File: src/rtl/lbs_pkg.sv
// Shared types, constants and small functions of the LED blink scheduler table.
`default_nettype none
package lbs_pkg;

  typedef struct packed {
    logic        action;
    logic [31:0] now_ms;
    logic [7:0]  led_index;
    logic [3:0]  anim_mode;
    logic [7:0]  fade_in;
    logic [7:0]  red_in;
    logic [7:0]  green_in;
    logic [7:0]  blue_in;
    logic [7:0]  duty_adjust;
    logic [7:0]  period_adjust;
  } lbs_in_t;

  typedef struct packed {
    logic [7:0] led_out;
    logic [7:0] red_out;
    logic [7:0] green_out;
    logic [7:0] blue_out;
    logic [7:0] fade_out;
    logic       last;
  } lbs_out_t;

  typedef struct packed {
    logic [7:0]  led;
    logic [3:0]  mode;
    logic        phase;
    logic [31:0] color_fade;
    logic [15:0] adjusts;
    logic [31:0] deadline;
    logic [11:0] on_time;
    logic [11:0] off_time;
  } lbs_entry_t;

  // Head entry shown to every cell while group ranks are counted.
  typedef struct packed {
    logic       valid;
    logic [7:0] led;
    logic [3:0] mode;
  } lbs_bcast_t;

  localparam logic [3:0] MODE_STOP    = 4'd0;
  localparam logic [3:0] MODE_BURST   = 4'd5;
  localparam logic [3:0] MODE_MQ_DESC = 4'd6;
  localparam logic [3:0] MODE_MQ_ASC  = 4'd7;
  localparam logic [3:0] MODE_MQ_ADJ  = 4'd8;

  localparam int DIV_AW = 19;
  localparam int DIV_BW = 8;

  localparam logic [10:0] T_SPAN    = 11'd1500;
  localparam logic [10:0] T_HALF    = 11'd750;
  localparam logic [10:0] T_PERIOD  = 11'd2000;
  localparam logic [7:0]  ADJ_FULL  = 8'd255;
  localparam logic [7:0]  FADE_DARK = 8'd255;

  // Reciprocal of 255 scaled by 2**31, rounded up.
  localparam logic [42:0] RCP_255 = 43'h808081;

  function automatic logic [11:0] half_period(input logic [3:0] mode);
    logic [11:0] r;
    case (mode)
      4'd1:       r = 12'd1000;
      4'd2:       r = 12'd750;
      4'd3:       r = 12'd500;
      4'd4:       r = 12'd250;
      MODE_BURST: r = 12'd2500;
      default:    r = 12'd0;
    endcase
    return r;
  endfunction

  function automatic logic [11:0] burst_next(input logic [11:0] v);
    logic [11:0] r;
    case (v)
      12'd2500: r = 12'd102;
      12'd102:  r = 12'd101;
      12'd101:  r = 12'd100;
      12'd100:  r = 12'd99;
      12'd99:   r = 12'd98;
      12'd98:   r = 12'd2500;
      default:  r = v;
    endcase
    return r;
  endfunction

  // Floor of x / 255 for any x below 255 * 2**11; only 11 quotient bits are returned.
  function automatic logic [10:0] div255(input logic [DIV_AW-1:0] x);
    logic [42:0] pr;
    pr = 43'(x) * RCP_255;
    return pr[41:31];
  endfunction

endpackage
`default_nettype wire

File: src/rtl/led_blink_scheduler_table.sv
// Top level: rotating ring of timer cells and the sequencer working at its head.
//
//   port group | dir | transfer when
//   in_*       | in  | in_valid && !in_stall   (tick or start/stop item)
//   out_*      | out | out_valid && !out_stall (one LED write)
//
// Every pass rotates the ring once, one entry at the head per cycle unless an output
// stall holds the tick pass. A tick is one pass and then a flush of the held write.
// A start takes one or two removal passes, an append pass if mode and room allow, and per
// marquee rebuild a clear step, a rank pass, a timing step (direct for a group of one in
// modes 6 and 7, else a 1500/n divide there, reciprocal multiplies in mode 8) and an
// apply pass. Reset empties the table at once; in_stall is high whenever an item is at work.
`default_nettype none
module led_blink_scheduler_table #(
  parameter int ENTRIES = 32
) (
  input  wire logic               clk,
  input  wire logic               rst_n,
  input  wire logic               in_valid,
  output logic                    in_stall,
  input  wire lbs_pkg::lbs_in_t   in_data,
  output logic                    out_valid,
  input  wire logic               out_stall,
  output lbs_pkg::lbs_out_t       out_data
);

  localparam int CW = $clog2(ENTRIES + 1);

  localparam logic [3:0] S_IDLE   = 4'd0;
  localparam logic [3:0] S_TICK   = 4'd1;
  localparam logic [3:0] S_FLUSH  = 4'd2;
  localparam logic [3:0] S_REMA   = 4'd3;
  localparam logic [3:0] S_REMB   = 4'd4;
  localparam logic [3:0] S_APPEND = 4'd5;
  localparam logic [3:0] S_BCLR   = 4'd6;
  localparam logic [3:0] S_RANK   = 4'd7;
  localparam logic [3:0] S_T1     = 4'd8;
  localparam logic [3:0] S_W1     = 4'd9;
  localparam logic [3:0] S_W2     = 4'd10;
  localparam logic [3:0] S_W3     = 4'd11;
  localparam logic [3:0] S_APPLY  = 4'd12;

  lbs_pkg::lbs_entry_t e_q [ENTRIES];
  logic [CW-1:0]       rank_q [ENTRIES];
  lbs_pkg::lbs_entry_t ret_e;
  logic [CW-1:0]       ret_rank;
  logic                shift, clr;
  lbs_pkg::lbs_bcast_t bc;

  genvar gi;
  generate
    for (gi = 0; gi < ENTRIES; gi++) begin : g_cell
      lbs_pkg::lbs_entry_t nb_e;
      logic [CW-1:0]       nb_rank;
      if (gi == ENTRIES - 1) begin : g_tail
        assign nb_e    = ret_e;
        assign nb_rank = ret_rank;
      end else begin : g_mid
        assign nb_e    = e_q[gi+1];
        assign nb_rank = rank_q[gi+1];
      end
      lbs_cell #(.RW(CW)) u_cell (
        .clk    (clk),
        .shift  (shift),
        .clr    (clr),
        .bc     (bc),
        .ent_i  (nb_e),
        .rank_i (nb_rank),
        .ent_o  (e_q[gi]),
        .rank_o (rank_q[gi])
      );
    end
  endgenerate

  logic                          div_start, div_done;
  logic [lbs_pkg::DIV_AW-1:0]    div_a, div_q;
  logic [lbs_pkg::DIV_BW-1:0]    div_b;

  lbs_div u_div (
    .clk   (clk),
    .rst_n (rst_n),
    .start (div_start),
    .a     (div_a),
    .b     (div_b),
    .done  (div_done),
    .q     (div_q)
  );

  logic [3:0]          state_r, state_nxt;
  logic [CW-1:0]       idx_r, idx_nxt;
  logic [CW-1:0]       count_r, count_nxt;
  logic                pend_v_r, pend_v_nxt;
  logic                out_valid_r, out_valid_nxt;
  lbs_pkg::lbs_in_t    in_r;
  logic                found_r, found_nxt;
  logic [CW-1:0]       m_r, m_nxt;
  logic [3:0]          grp_r, grp_nxt;
  lbs_pkg::lbs_entry_t hold_r, hold_nxt;
  logic [3:0]          g_r, g_nxt;
  logic                rebuild_r, rebuild_nxt;
  logic                first_r, first_nxt;
  logic [CW-1:0]       n_r, n_nxt;
  logic [31:0]         sh_cf_r, sh_cf_nxt;
  logic [15:0]         sh_adj_r, sh_adj_nxt;
  logic [10:0]         on_r, on_nxt, off_r, off_nxt, p_r, p_nxt;
  logic [lbs_pkg::DIV_AW-1:0] x_r, x_nxt, y_r, y_nxt;
  lbs_pkg::lbs_out_t   pend_r, pend_nxt, out_r, out_nxt;

  lbs_pkg::lbs_entry_t head, upd, app_e, grp_e;
  logic [CW-1:0]       head_rank;
  logic                last_pass, hv, out_free, expd, match, mode_ok;
  logic [31:0]         diff, cf_in;
  logic [15:0]         adj_in;
  logic [11:0]         wait_t;
  logic [7:0]          fade_v;
  logic [CW:0]         mul_a;
  logic [CW+11:0]      prod;
  lbs_pkg::lbs_out_t   res;

  assign in_stall  = state_r != S_IDLE;
  assign out_valid = out_valid_r;
  assign out_data  = out_r;

  always_comb begin
    head      = e_q[0];
    head_rank = rank_q[0];
    last_pass = idx_r == CW'(ENTRIES - 1);
    hv        = idx_r < count_r;
    out_free  = !out_valid_r || !out_stall;
    cf_in     = {in_r.red_in, in_r.green_in, in_r.blue_in, in_r.fade_in};
    adj_in    = {in_r.duty_adjust, in_r.period_adjust};
    mode_ok   = (in_r.anim_mode != lbs_pkg::MODE_STOP) &&
                (in_r.anim_mode <= lbs_pkg::MODE_MQ_ADJ);
    match     = hv && (head.led == in_r.led_index);

    // A deadline has passed when the signed distance to it is above zero.
    diff = in_r.now_ms - head.deadline;
    expd = hv && (diff != 32'd0) && !diff[31];

    upd = head;
    if (!head.phase) begin
      fade_v    = head.color_fade[7:0];
      upd.phase = 1'b1;
      wait_t    = head.on_time;
    end else begin
      fade_v    = lbs_pkg::FADE_DARK;
      upd.phase = 1'b0;
      wait_t    = head.off_time;
    end
    if (head.mode == lbs_pkg::MODE_BURST) begin
      upd.on_time = lbs_pkg::burst_next(head.on_time);
      wait_t      = upd.on_time;
    end
    upd.deadline = head.deadline + 32'(wait_t);

    res.led_out   = head.led;
    res.red_out   = head.color_fade[31:24];
    res.green_out = head.color_fade[23:16];
    res.blue_out  = head.color_fade[15:8];
    res.fade_out  = fade_v;
    res.last      = 1'b0;

    app_e.led        = in_r.led_index;
    app_e.mode       = in_r.anim_mode;
    app_e.phase      = 1'b0;
    app_e.color_fade = cf_in;
    app_e.adjusts    = adj_in;
    app_e.deadline   = in_r.now_ms;
    app_e.on_time    = lbs_pkg::half_period(in_r.anim_mode);
    app_e.off_time   = app_e.on_time;

    mul_a = {1'b0, head_rank} + (CW+1)'(1);
    prod  = mul_a * on_r;
    grp_e            = head;
    grp_e.color_fade = sh_cf_r;
    grp_e.adjusts    = sh_adj_r;
    grp_e.on_time    = {1'b0, on_r};
    grp_e.off_time   = {1'b0, off_r};
    grp_e.deadline   = in_r.now_ms + 32'(prod);
    grp_e.phase      = 1'b0;
  end

  always_comb begin
    state_nxt     = state_r;
    idx_nxt       = idx_r;
    count_nxt     = count_r;
    pend_v_nxt    = pend_v_r;
    pend_nxt      = pend_r;
    out_valid_nxt = out_valid_r && out_stall;
    out_nxt       = out_r;
    found_nxt     = found_r;
    m_nxt         = m_r;
    grp_nxt       = grp_r;
    hold_nxt      = hold_r;
    g_nxt         = g_r;
    rebuild_nxt   = rebuild_r;
    first_nxt     = first_r;
    n_nxt         = n_r;
    sh_cf_nxt     = sh_cf_r;
    sh_adj_nxt    = sh_adj_r;
    on_nxt        = on_r;
    off_nxt       = off_r;
    p_nxt         = p_r;
    x_nxt         = x_r;
    y_nxt         = y_r;
    shift         = 1'b0;
    clr           = 1'b0;
    ret_e         = head;
    ret_rank      = head_rank;
    bc            = '0;
    div_start     = 1'b0;
    div_a         = '0;
    div_b         = '0;

    case (state_r)
      S_IDLE: begin
        idx_nxt = '0;
        if (in_valid) begin
          if (!in_data.action) begin
            state_nxt = S_TICK;
          end else begin
            found_nxt = 1'b0;
            grp_nxt   = lbs_pkg::MODE_STOP;
            state_nxt = S_REMA;
          end
        end
      end

      S_TICK: begin
        // A new write may only displace the held one when the output can take it.
        if (!(expd && pend_v_r && !out_free)) begin
          shift   = 1'b1;
          idx_nxt = last_pass ? '0 : idx_r + CW'(1);
          if (expd) begin
            ret_e = upd;
            if (pend_v_r) begin
              out_nxt       = pend_r;
              out_valid_nxt = 1'b1;
            end
            pend_nxt   = res;
            pend_v_nxt = 1'b1;
          end
          if (last_pass) begin
            state_nxt = S_FLUSH;
          end
        end
      end

      S_FLUSH: begin
        if (!pend_v_r) begin
          state_nxt = S_IDLE;
        end else if (out_free) begin
          out_nxt       = pend_r;
          out_nxt.last  = 1'b1;
          out_valid_nxt = 1'b1;
          pend_v_nxt    = 1'b0;
          state_nxt     = S_IDLE;
        end
      end

      S_REMA: begin
        shift   = 1'b1;
        idx_nxt = last_pass ? '0 : idx_r + CW'(1);
        if (match && !found_r) begin
          found_nxt = 1'b1;
          m_nxt     = idx_r;
          if (head.mode >= lbs_pkg::MODE_MQ_DESC && head.mode <= lbs_pkg::MODE_MQ_ADJ) begin
            grp_nxt = head.mode;
          end
        end
        if (hv && idx_r == count_r - CW'(1)) begin
          hold_nxt = head;
        end
        if (last_pass) begin
          if (found_nxt) begin
            state_nxt = S_REMB;
          end else if (mode_ok && count_r < CW'(ENTRIES)) begin
            state_nxt = S_APPEND;
          end else begin
            state_nxt = S_IDLE;
          end
        end
      end

      S_REMB: begin
        shift   = 1'b1;
        idx_nxt = last_pass ? '0 : idx_r + CW'(1);
        if (idx_r == m_r && m_r != count_r - CW'(1)) begin
          ret_e = hold_r;
        end
        if (last_pass) begin
          count_nxt = count_r - CW'(1);
          if (grp_r != lbs_pkg::MODE_STOP) begin
            g_nxt       = grp_r;
            rebuild_nxt = 1'b1;
            state_nxt   = S_BCLR;
          end else if (mode_ok) begin
            state_nxt = S_APPEND;
          end else begin
            state_nxt = S_IDLE;
          end
        end
      end

      S_APPEND: begin
        shift   = 1'b1;
        idx_nxt = last_pass ? '0 : idx_r + CW'(1);
        if (idx_r == count_r) begin
          ret_e = app_e;
        end
        if (last_pass) begin
          count_nxt = count_r + CW'(1);
          if (in_r.anim_mode >= lbs_pkg::MODE_MQ_DESC) begin
            g_nxt       = in_r.anim_mode;
            rebuild_nxt = 1'b0;
            sh_cf_nxt   = cf_in;
            sh_adj_nxt  = adj_in;
            state_nxt   = S_BCLR;
          end else begin
            state_nxt = S_IDLE;
          end
        end
      end

      S_BCLR: begin
        clr       = 1'b1;
        n_nxt     = '0;
        first_nxt = 1'b1;
        state_nxt = S_RANK;
      end

      S_RANK: begin
        shift    = 1'b1;
        idx_nxt  = last_pass ? '0 : idx_r + CW'(1);
        bc.valid = hv && (head.mode == g_r);
        bc.led   = head.led;
        bc.mode  = g_r;
        if (bc.valid) begin
          n_nxt = n_r + CW'(1);
          if (rebuild_r && first_r) begin
            sh_cf_nxt  = head.color_fade;
            sh_adj_nxt = head.adjusts;
            first_nxt  = 1'b0;
          end
        end
        if (last_pass) begin
          if (n_nxt == '0) begin
            if (rebuild_r && mode_ok && count_r < CW'(ENTRIES)) begin
              state_nxt = S_APPEND;
            end else begin
              state_nxt = S_IDLE;
            end
          end else begin
            state_nxt = S_T1;
          end
        end
      end

      S_T1: begin
        if (g_r != lbs_pkg::MODE_MQ_ADJ && n_r <= CW'(1)) begin
          on_nxt    = lbs_pkg::T_HALF;
          off_nxt   = lbs_pkg::T_HALF;
          state_nxt = S_APPLY;
        end else if (g_r == lbs_pkg::MODE_MQ_ADJ) begin
          x_nxt     = lbs_pkg::DIV_AW'(sh_adj_r[7:0]) * lbs_pkg::DIV_AW'(lbs_pkg::T_PERIOD);
          state_nxt = S_W1;
        end else begin
          div_start = 1'b1;
          div_a     = lbs_pkg::DIV_AW'(lbs_pkg::T_SPAN);
          div_b     = lbs_pkg::DIV_BW'(n_r);
          state_nxt = S_W1;
        end
      end

      S_W1: begin
        case (g_r)
          lbs_pkg::MODE_MQ_ADJ: begin
            p_nxt     = lbs_pkg::div255(x_r);
            state_nxt = S_W2;
          end
          lbs_pkg::MODE_MQ_DESC: begin
            if (div_done) begin
              off_nxt   = div_q[10:0];
              on_nxt    = lbs_pkg::T_SPAN - div_q[10:0];
              state_nxt = S_APPLY;
            end
          end
          default: begin
            if (div_done) begin
              on_nxt    = div_q[10:0];
              off_nxt   = lbs_pkg::T_HALF;
              state_nxt = S_APPLY;
            end
          end
        endcase
      end

      S_W2: begin
        x_nxt     = lbs_pkg::DIV_AW'(p_r) *
                    lbs_pkg::DIV_AW'(lbs_pkg::ADJ_FULL - sh_adj_r[15:8]);
        y_nxt     = lbs_pkg::DIV_AW'(p_r) * lbs_pkg::DIV_AW'(sh_adj_r[15:8]);
        state_nxt = S_W3;
      end

      S_W3: begin
        on_nxt    = lbs_pkg::div255(x_r);
        off_nxt   = lbs_pkg::div255(y_r);
        state_nxt = S_APPLY;
      end

      S_APPLY: begin
        shift   = 1'b1;
        idx_nxt = last_pass ? '0 : idx_r + CW'(1);
        if (hv && head.mode == g_r) begin
          ret_e = grp_e;
        end
        if (last_pass) begin
          if (rebuild_r && mode_ok && count_r < CW'(ENTRIES)) begin
            state_nxt = S_APPEND;
          end else begin
            state_nxt = S_IDLE;
          end
        end
      end

      default: begin
        state_nxt = S_IDLE;
      end
    endcase
  end

  always_ff @(posedge clk) begin
    if (!rst_n) begin
      state_r     <= S_IDLE;
      idx_r       <= '0;
      count_r     <= '0;
      pend_v_r    <= 1'b0;
      out_valid_r <= 1'b0;
    end else begin
      state_r     <= state_nxt;
      idx_r       <= idx_nxt;
      count_r     <= count_nxt;
      pend_v_r    <= pend_v_nxt;
      out_valid_r <= out_valid_nxt;
    end
  end

  always_ff @(posedge clk) begin
    if (state_r == S_IDLE && in_valid) begin
      in_r <= in_data;
    end
    pend_r    <= pend_nxt;
    out_r     <= out_nxt;
    found_r   <= found_nxt;
    m_r       <= m_nxt;
    grp_r     <= grp_nxt;
    hold_r    <= hold_nxt;
    g_r       <= g_nxt;
    rebuild_r <= rebuild_nxt;
    first_r   <= first_nxt;
    n_r       <= n_nxt;
    sh_cf_r   <= sh_cf_nxt;
    sh_adj_r  <= sh_adj_nxt;
    on_r      <= on_nxt;
    off_r     <= off_nxt;
    p_r       <= p_nxt;
    x_r       <= x_nxt;
    y_r       <= y_nxt;
  end

endmodule
`default_nettype wire

File: src/rtl/lbs_cell.sv
// One table slot of the rotating entry ring, with its local group rank counter.
`default_nettype none
module lbs_cell #(
  parameter int RW = 6
) (
  input  wire logic               clk,
  input  wire logic               shift,
  input  wire logic               clr,
  input  wire lbs_pkg::lbs_bcast_t bc,
  input  wire lbs_pkg::lbs_entry_t ent_i,
  input  wire logic [RW-1:0]      rank_i,
  output lbs_pkg::lbs_entry_t     ent_o,
  output logic [RW-1:0]           rank_o
);

  lbs_pkg::lbs_entry_t ent_r;
  logic [RW-1:0]       rank_r;
  logic                ahead;
  logic                inc;

  always_comb begin
    if (bc.mode == lbs_pkg::MODE_MQ_DESC) begin
      ahead = bc.led > ent_r.led;
    end else begin
      ahead = bc.led < ent_r.led;
    end
    inc    = bc.valid && (ent_r.mode == bc.mode) && ahead;
    rank_o = rank_r + RW'(inc);
    ent_o  = ent_r;
  end

  always_ff @(posedge clk) begin
    if (clr) begin
      rank_r <= '0;
    end else if (shift) begin
      ent_r  <= ent_i;
      rank_r <= rank_i;
    end else begin
      rank_r <= rank_o;
    end
  end

endmodule
`default_nettype wire

File: src/rtl/lbs_div.sv
// Restoring divider, one quotient bit per cycle, used for the marquee timings.
`default_nettype none
module lbs_div (
  input  wire logic                        clk,
  input  wire logic                        rst_n,
  input  wire logic                        start,
  input  wire logic [lbs_pkg::DIV_AW-1:0]  a,
  input  wire logic [lbs_pkg::DIV_BW-1:0]  b,
  output logic                             done,
  output logic [lbs_pkg::DIV_AW-1:0]       q
);

  localparam int AW = lbs_pkg::DIV_AW;
  localparam int BW = lbs_pkg::DIV_BW;
  localparam int CNW = $clog2(AW + 1);

  logic [BW-1:0]  rem_r, rem_nxt;
  logic [AW-1:0]  dq_r, dq_nxt;
  logic [BW-1:0]  b_r;
  logic [CNW-1:0] cnt_r, cnt_nxt;
  logic           run_r, run_nxt;
  logic           done_r, done_nxt;
  logic [BW:0]    r2;
  logic           qbit;

  always_comb begin
    r2   = {rem_r, dq_r[AW-1]};
    qbit = r2 >= {1'b0, b_r};
    rem_nxt  = rem_r;
    dq_nxt   = dq_r;
    cnt_nxt  = cnt_r;
    run_nxt  = run_r;
    done_nxt = 1'b0;
    if (start) begin
      rem_nxt = '0;
      dq_nxt  = a;
      cnt_nxt = CNW'(AW);
      run_nxt = 1'b1;
    end else if (run_r) begin
      rem_nxt = qbit ? BW'(r2 - {1'b0, b_r}) : r2[BW-1:0];
      dq_nxt  = {dq_r[AW-2:0], qbit};
      cnt_nxt = cnt_r - CNW'(1);
      if (cnt_r == CNW'(1)) begin
        run_nxt  = 1'b0;
        done_nxt = 1'b1;
      end
    end
  end

  always_ff @(posedge clk) begin
    if (!rst_n) begin
      run_r  <= 1'b0;
      done_r <= 1'b0;
      cnt_r  <= '0;
    end else begin
      run_r  <= run_nxt;
      done_r <= done_nxt;
      cnt_r  <= cnt_nxt;
    end
  end

  always_ff @(posedge clk) begin
    rem_r <= rem_nxt;
    dq_r  <= dq_nxt;
    if (start) begin
      b_r <= b;
    end
  end

  assign done = done_r;
  assign q    = dq_r;

endmodule
`default_nettype wire
File: config.mk
export PLATFORM = sky130hd
export DESIGN_NAME = led_blink_scheduler_table
export DESIGN_NICKNAME = d
export VERILOG_FILES = /design/src/rtl/lbs_pkg.sv /design/src/rtl/led_blink_scheduler_table.sv /design/src/rtl/lbs_cell.sv /design/src/rtl/lbs_div.sv
export SDC_FILE = /design/constraint.sdc
export NUM_CORES = 2
export LEC_CHECK = 0
export BUFFER_PORTS_ARGS = -buffer_cell sky130_fd_sc_hd__buf_2
export CAP_MARGIN = 20
export CORE_MARGIN = 2
export CORE_UTILIZATION = 55
export DETAILED_ROUTE_END_ITERATION = 8
export HOLD_SLACK_MARGIN = 0.02
export PLACE_DENSITY_LB_ADDON = 0.1
export SLEW_MARGIN = 10
export SYNTH_ARGS = -nofsm -noshare
export SYNTH_HDL_FRONTEND = slang
export SYNTH_SLANG_ARGS = --single-unit
File: constraint.sdc
create_clock -name clk -period 79.1 [get_ports clk]
set_input_delay 15.82 -clock clk [delete_from_list [all_inputs] [get_ports clk]]
set_output_delay 15.82 -clock clk [all_outputs]
set_load 0.1 [all_outputs]
# Yosys cells after proc, flatten, opt, wreduce, memory -nomap -nowiden
# Index checks and enable logic that the tools add are counted.
[word_totals] out_inout_bits=43 ff_bits=4428
[op_classes] eq_ne=94 n_addsub=44 mux=187 n_bitwise=5 n_mul=6 n_reduce_logical=125 n_lt_le_gt_ge=72
[op_table] cell="117-bit one-hot mux with 4 select lines" n=1
[op_table] cell="105-bit 2-to-1 mux" n=3
[op_table] cell="8-bit greater-than comparator" n=32
[op_table] cell="8-bit less-than comparator" n=32
[op_table] cell="117-bit 2-to-1 mux" n=2
[op_table] cell="6-bit 2-to-1 mux" n=38
[op_table] cell="41-bit 2-to-1 mux" n=5
[op_table] cell="6-bit by 1-bit adder with 6-bit output" n=32
[op_table] cell="4-bit equality test" n=33
[op_table] cell="32-bit 2-to-1 mux" n=4
[op_table] cell="19-bit by 24-bit multiplier with 42-bit output, second input constant" n=2
[op_table] cell="4-bit 2-to-1 mux" n=21
[op_table] cell="1-bit logical AND" n=82
[op_table] cell="41-bit one-hot mux with 2 select lines" n=1
[op_table] cell="11-bit 2-to-1 mux" n=7
[op_table] cell="19-bit 2-to-1 mux" n=4
[op_table] cell="12-bit one-hot mux with 6 select lines" n=1
[op_table] cell="11-bit one-hot mux with 3 select lines" n=2
[op_table] cell="16-bit 2-to-1 mux" n=4
[op_table] cell="32-bit one-hot mux with 2 select lines" n=1
[op_table] cell="1-bit 2-to-1 mux" n=61
[op_table] cell="12-bit by 7-bit equality test with 1-bit output, second input constant" n=5
[op_table] cell="12-bit one-hot mux with 5 select lines" n=1
[op_table] cell="4-bit one-hot mux with 13 select lines" n=1
[op_table] cell="66 further kinds" n=158

# Longest topological paths before layout
[logic_depth] ltp_word=12 ltp_mapped=29 ltp_nobuf=28

# By module
# Synthesis repeated with hierarchy kept, for this count alone.
[hier_totals] hier_cells=9983 area_unflattened_um2=170417.2
[by_module_without_submodules] mod="lbs_cell" cells_per_inst=187 area_per_inst_um2=4082.7 n_inst=32
[by_module_without_submodules] mod="led_blink_scheduler_table" cells_per_inst=3817 area_per_inst_um2=37643.6 n_inst=1
[by_module_without_submodules] mod="lbs_div" cells_per_inst=182 area_per_inst_um2=2128.3 n_inst=1

# Worst setup path before layout
# No wires, ideal clock.
[synth_timing] kind="in2reg" startpoint="input port out_stall" endpoint="register g_cell[0].u_cell.rank_r[2]" n_path_buf=2 stages=7 path_slack_ps=16927 setup_time_ps=2013 arrival_time_ps=60160 cell_sequence="and3_1 > clkbuf_1 > a31oi_4 > nor2_2 > inv_1 > buf_2 > a211oi_1"
[synth_via] elab_chain_cells=7
[synth_rtl] item="start, declared" line="led_blink_scheduler_table.sv:23" rtl="input wire logic out_stall,"
[synth_rtl] item="1-bit zero test" line="led_blink_scheduler_table.sv:129" rtl="out_free = !out_valid_r || !out_stall;"
[synth_rtl] item="1-bit logical OR" line="led_blink_scheduler_table.sv:129"
[synth_rtl] item="1-bit zero test" line="led_blink_scheduler_table.sv:231" rtl="if (!(expd && pend_v_r && !out_free)) begin"
[synth_rtl] item="1-bit logical AND" line="led_blink_scheduler_table.sv:231"
[synth_rtl] item="1-bit 2-to-1 mux" line="led_blink_scheduler_table.sv:231"
[synth_rtl] item="1-bit one-hot mux with 2 select lines" line="led_blink_scheduler_table.sv:215" rtl="case (state_r)"
[synth_rtl] item="6-bit 2-to-1 mux" line="lbs_cell.sv:35" rtl="end else if (shift) begin"
[synth_rtl] item="end signal, assigned" line="lbs_cell.sv:37" rtl="rank_r <= rank_i;"
[synth_rtl] item="end signal, assigned" line="lbs_cell.sv:39" rtl="rank_r <= rank_o;"
[synth_rtl] item="end, declared" line="lbs_cell.sv:17" rtl="logic [RW-1:0] rank_r;"
# No other way between the ends.
# A chain may end at the register's enable or synchronous reset.

# Worst setup path in the final report
[layout_timing] startpoint="input port out_stall" endpoint="register g_cell[18].u_cell.ent_r, in the netlist g_cell[18].u_cell.ent_o[68], enable pin"
[layout_via] elab_chain_cells=7
[layout_rtl] item="1-bit zero test" line="led_blink_scheduler_table.sv:129"
[layout_rtl] item="1-bit logical OR" line="led_blink_scheduler_table.sv:129"
[layout_rtl] item="1-bit zero test" line="led_blink_scheduler_table.sv:231"
[layout_rtl] item="1-bit logical AND" line="led_blink_scheduler_table.sv:231"
[layout_rtl] item="1-bit 2-to-1 mux" line="led_blink_scheduler_table.sv:231"
[layout_rtl] item="1-bit one-hot mux with 2 select lines" line="led_blink_scheduler_table.sv:215"
[layout_rtl] item="2-bit AND reduction (no line)"
[layout_rtl] item="end signal, assigned" line="lbs_cell.sv:36" rtl="ent_r <= ent_i;"
[layout_rtl] item="end, declared" line="lbs_cell.sv:16" rtl="lbs_pkg::lbs_entry_t ent_r;"
# No other way between the ends.

==> results.md <==
- CTS tree: yes
- Register area: 0.1307 mm2
- Top_reg_cell synth: edfxtp_1
- Final net count: approximately 11000
- Final weighted congestion in routability-driven placement: approximately 0.88
- RSZ-0062 raised after global routing: no
- Number of synthesized flops with an enable pin: between 4000 and 5000
- First-pass GRT wire length: about 480000 um
- CTS clock-pin slew for the worst setup and hold paths: ~0.06 ns
- Worst r2r src: app_e[24]
- Fillers: 22000
- Layer with the highest usage: met1
- Startpoint Class: input pin
- Hold slack: approximately 0.36 ns
- CTS sink cnt: between 4000 and 5000
- Worst hold path cell count: 0
- Area growth syn-to-layout: 11.81%
- Worst-margin pin slew: around 1.2 ns
- CTS H-tree lvls: 5
- Core area: 0.3063 mm2
- LEAKAGE: approximately 0.069 uW
- Initial antenna violation count: 13
- Final period utilization: approximately 28%
- Max-cap violations: 0
- Design Power: 8299 uW
- Vias/cell: roughly 5.6
- Post-Syn Area per Cell: approximately 17 um2
- Gates resized, CTS repair: 0
- Max rail drop VDD: between 40 and 50 uV
- Max transition margin: between 10% and 20%
- Pwr per Cell Area: 43.76 mW/mm2
- Number of setup buffers added after CTS: 0
- Worst r2r path cells: 23
- CTS Buf Count: between 400 and 500
- Worst-path maximum fanout: 186
- Endpoint, Worst Hold: g_cell[10].u_cell.ent_o[95]
- Pre-antenna DRT Iters: 6
- Hold/Removal Path Class: flip-flop to flip-flop
- Syn nets: 10990
- Drt total wl: between 300000 and 400000 um
- CTS root buf: clkbuf_16
- DRC Markers: 0
- Min cycle time layout: 22.36 ns
- Setup violators final: 0
- Clk buf depth: 4
- Critical Path RT: approximately 80 ns
- Core Util, Final: between 60% and 70%
- Ports: 140
- Detailed placement HPWL: about 180000 um
- Largest net degree at the start of global routing: about 220
- Clk_lat worst skew: 0.97 ns
- Hold path startpoint: g_cell[11].u_cell.ent_o[95]
- Status: completed
- Die area: 0.3129 mm2
- Post-synth ARST share: 0%
- Setup TNS: 0 ns
- Total track usage: between 10% and 20%
- Seq/Total Area, Yosys: about 77%
- Ys Warns: 0
- Syn Inst Count: between 9000 and 10000
- Die Y-Extent: approximately 560 um
- Final Max Tran Viols: 0
- GRT Residual Overflow: 0
- Netlist Area Pre-Place: about 0.17 mm2
- Critical Path AT: around 23 ns
- Most frequent cells in the layout: 4201 x edfxtp_1, 712 x ha_1, 643 x inv_1
- Met1 GRT Util: between 20 and 30%
- Port Buffer Count: 139
- Detailed-route wire length per cell: 20.82 um
- Crit end category: flip-flop
- Yosys reg bits: 4426
- Post-DRT Antenna Nets: 0
- Area of the multi-input gates: approximately 0.036 mm2
- Crit Reg-Reg Endpoint: g_cell[18].u_cell.ent_o[68]
- Fin. Hold Viols: 0
- Via count: just over 80000
- Met3 usage: 2.416%
- Row cnt: 203
- Fmax: ~0.045 GHz
- Yosys cell types: 87
- Worst clock skew: 0.08918 ns
- Initial core utilization: 55.38%
- Vias in the first global route: approximately 82000
- WS Path Type: input pin to flip-flop
- GR Util met2: 28.71%
- Most common cell after layout, fill and taps aside: edfxtp_1
- Setup slack, reg-to-reg: slightly below 70 ns
- Die width: around 560 um
- # hold bufs at CTS: 0
- Share of post-route cells with drive strength above 1: between 8 and 9%
- DR iter-0 viols: 8659
==> logic make-up (layout without fill, tap and decap cells) <==
group                      Yosys count  count (layout)  synth area share [%]
other                                1               5              0.002211
DFF                               4426            4426                 77.02
adders and majority gates          920             920                 7.706
muxes                               32              32                0.1940
xor gates and xnor gates           421             421                 2.174
buffers and inverters              955            1682                 2.169
and+or+nand+nor                   1897            1897                 5.623
AOI/OAI and AO/OA                 1323            1323                 5.109
==> synth_stat cells, types with 30 or more instances <==
| cell | number | share of area, % |
|---|---|---|
| nand3_1 | 232 | 0.68 |
| a221oi_1 | 54 | 0.28 |
| dfxtp_1 | 225 | 2.7 |
| xnor2_1 | 232 | 1.2 |
| and2_1 | 135 | 0.50 |
| nand2b_1 | 106 | 0.39 |
| nor2_1 | 257 | 0.57 |
| o211ai_1 | 43 | 0.19 |
| nor2b_1 | 121 | 0.45 |
| a221o_1 | 56 | 0.33 |
| xor2_1 | 189 | 0.98 |
| fa_1 | 208 | 2.5 |
| and3_1 | 76 | 0.28 |
| inv_1 | 645 | 1.4 |
| nand2_1 | 461 | 1.0 |
| a222oi_1 | 44 | 0.26 |
| a211oi_1 | 79 | 0.35 |
| edfxtp_1 | 4201 | 74 |
| o21ai_0 | 279 | 0.82 |
| a21oi_1 | 404 | 1.2 |
| ha_1 | 712 | 5.3 |
| a31oi_1 | 30 | 0.11 |
| nand4_1 | 130 | 0.48 |
| nor3_1 | 277 | 0.82 |
| a21o_1 | 120 | 0.53 |
| clkbuf_1 | 243 | 0.54 |
| o21a_1 | 49 | 0.22 |
==> registers in the layout, indices dropped and copies added, names as in the netlist, 32 cells and up <==
signal                count
g_cell.u_cell.rank_r    192
hold_r                  117
app_e                    76
pend_r                   40
sh_cf_r                  32
g_cell.u_cell.ent_o    3744
out_data                 41
==> stage by stage <==
stage               setup slack, ns  instance area (um2)  std cells
floorplan                     16.93               169600       9975
global placement              55.90               175400      14010
detailed placement            55.58               175400      14010
CTS                           56.66               189500      14800
global route                  56.23               189700      14810
finish                        56.74               189700      14810
==> worst max path at each step <==
stage               depth (start not counted)  startpoint                          end
floorplan                                   7   out_stall   g_cell[0].u_cell.rank_r[2]
global placement                           13   out_stall  g_cell[17].u_cell.ent_o[66]
detailed placement                         13   out_stall  g_cell[16].u_cell.ent_o[66]
CTS                                        13   out_stall  g_cell[18].u_cell.ent_o[67]
global route                               14   out_stall  g_cell[17].u_cell.ent_o[66]
finish                                     14   out_stall  g_cell[18].u_cell.ent_o[68]
==> worst max-delay path, cell delays in order <==
cell	delay, ns
buf_2	0.13
and3_1	0.16
buf_4	0.20
a31oi_4	0.14
buf_4	0.48
nor2_2	0.24
inv_8	0.60
buf_12	0.74
buf_12	0.66
buf_4	0.71
buf_4	0.83
buf_4	0.83
buf_4	0.56
buf_16	0.32
==> power by group <==
part	leakage [uW]	internal, uW	switching [uW]	total [uW]
Sequential	0.0422	4360	466	4830
Clock	0.00684	1160	861	2020
Combinational	0.0204	377	1070	1450
Total	0.0694	5900	2400	8300
==> cell type report <==
cell class	count	area share (%)
repair buffers	252	0.9368
clock inverters	281	1.623
inverters	645	1.281
clock buffers	504	5.829
diodes	4	0.005278
well taps	4100	2.705
flip-flops and latches	4426	68.89
multi-input cells	4594	18.73
==> layer usage <==
metal  vias to the layer above  part of all wire, %
met3                       611                  4.9
met4                         2                  4.0
met1                     41770                   47
met5                         -               0.0042
li1                      38300                    -
met2                      2210                   44
Note: power is estimated with default switching activity, not from simulation.
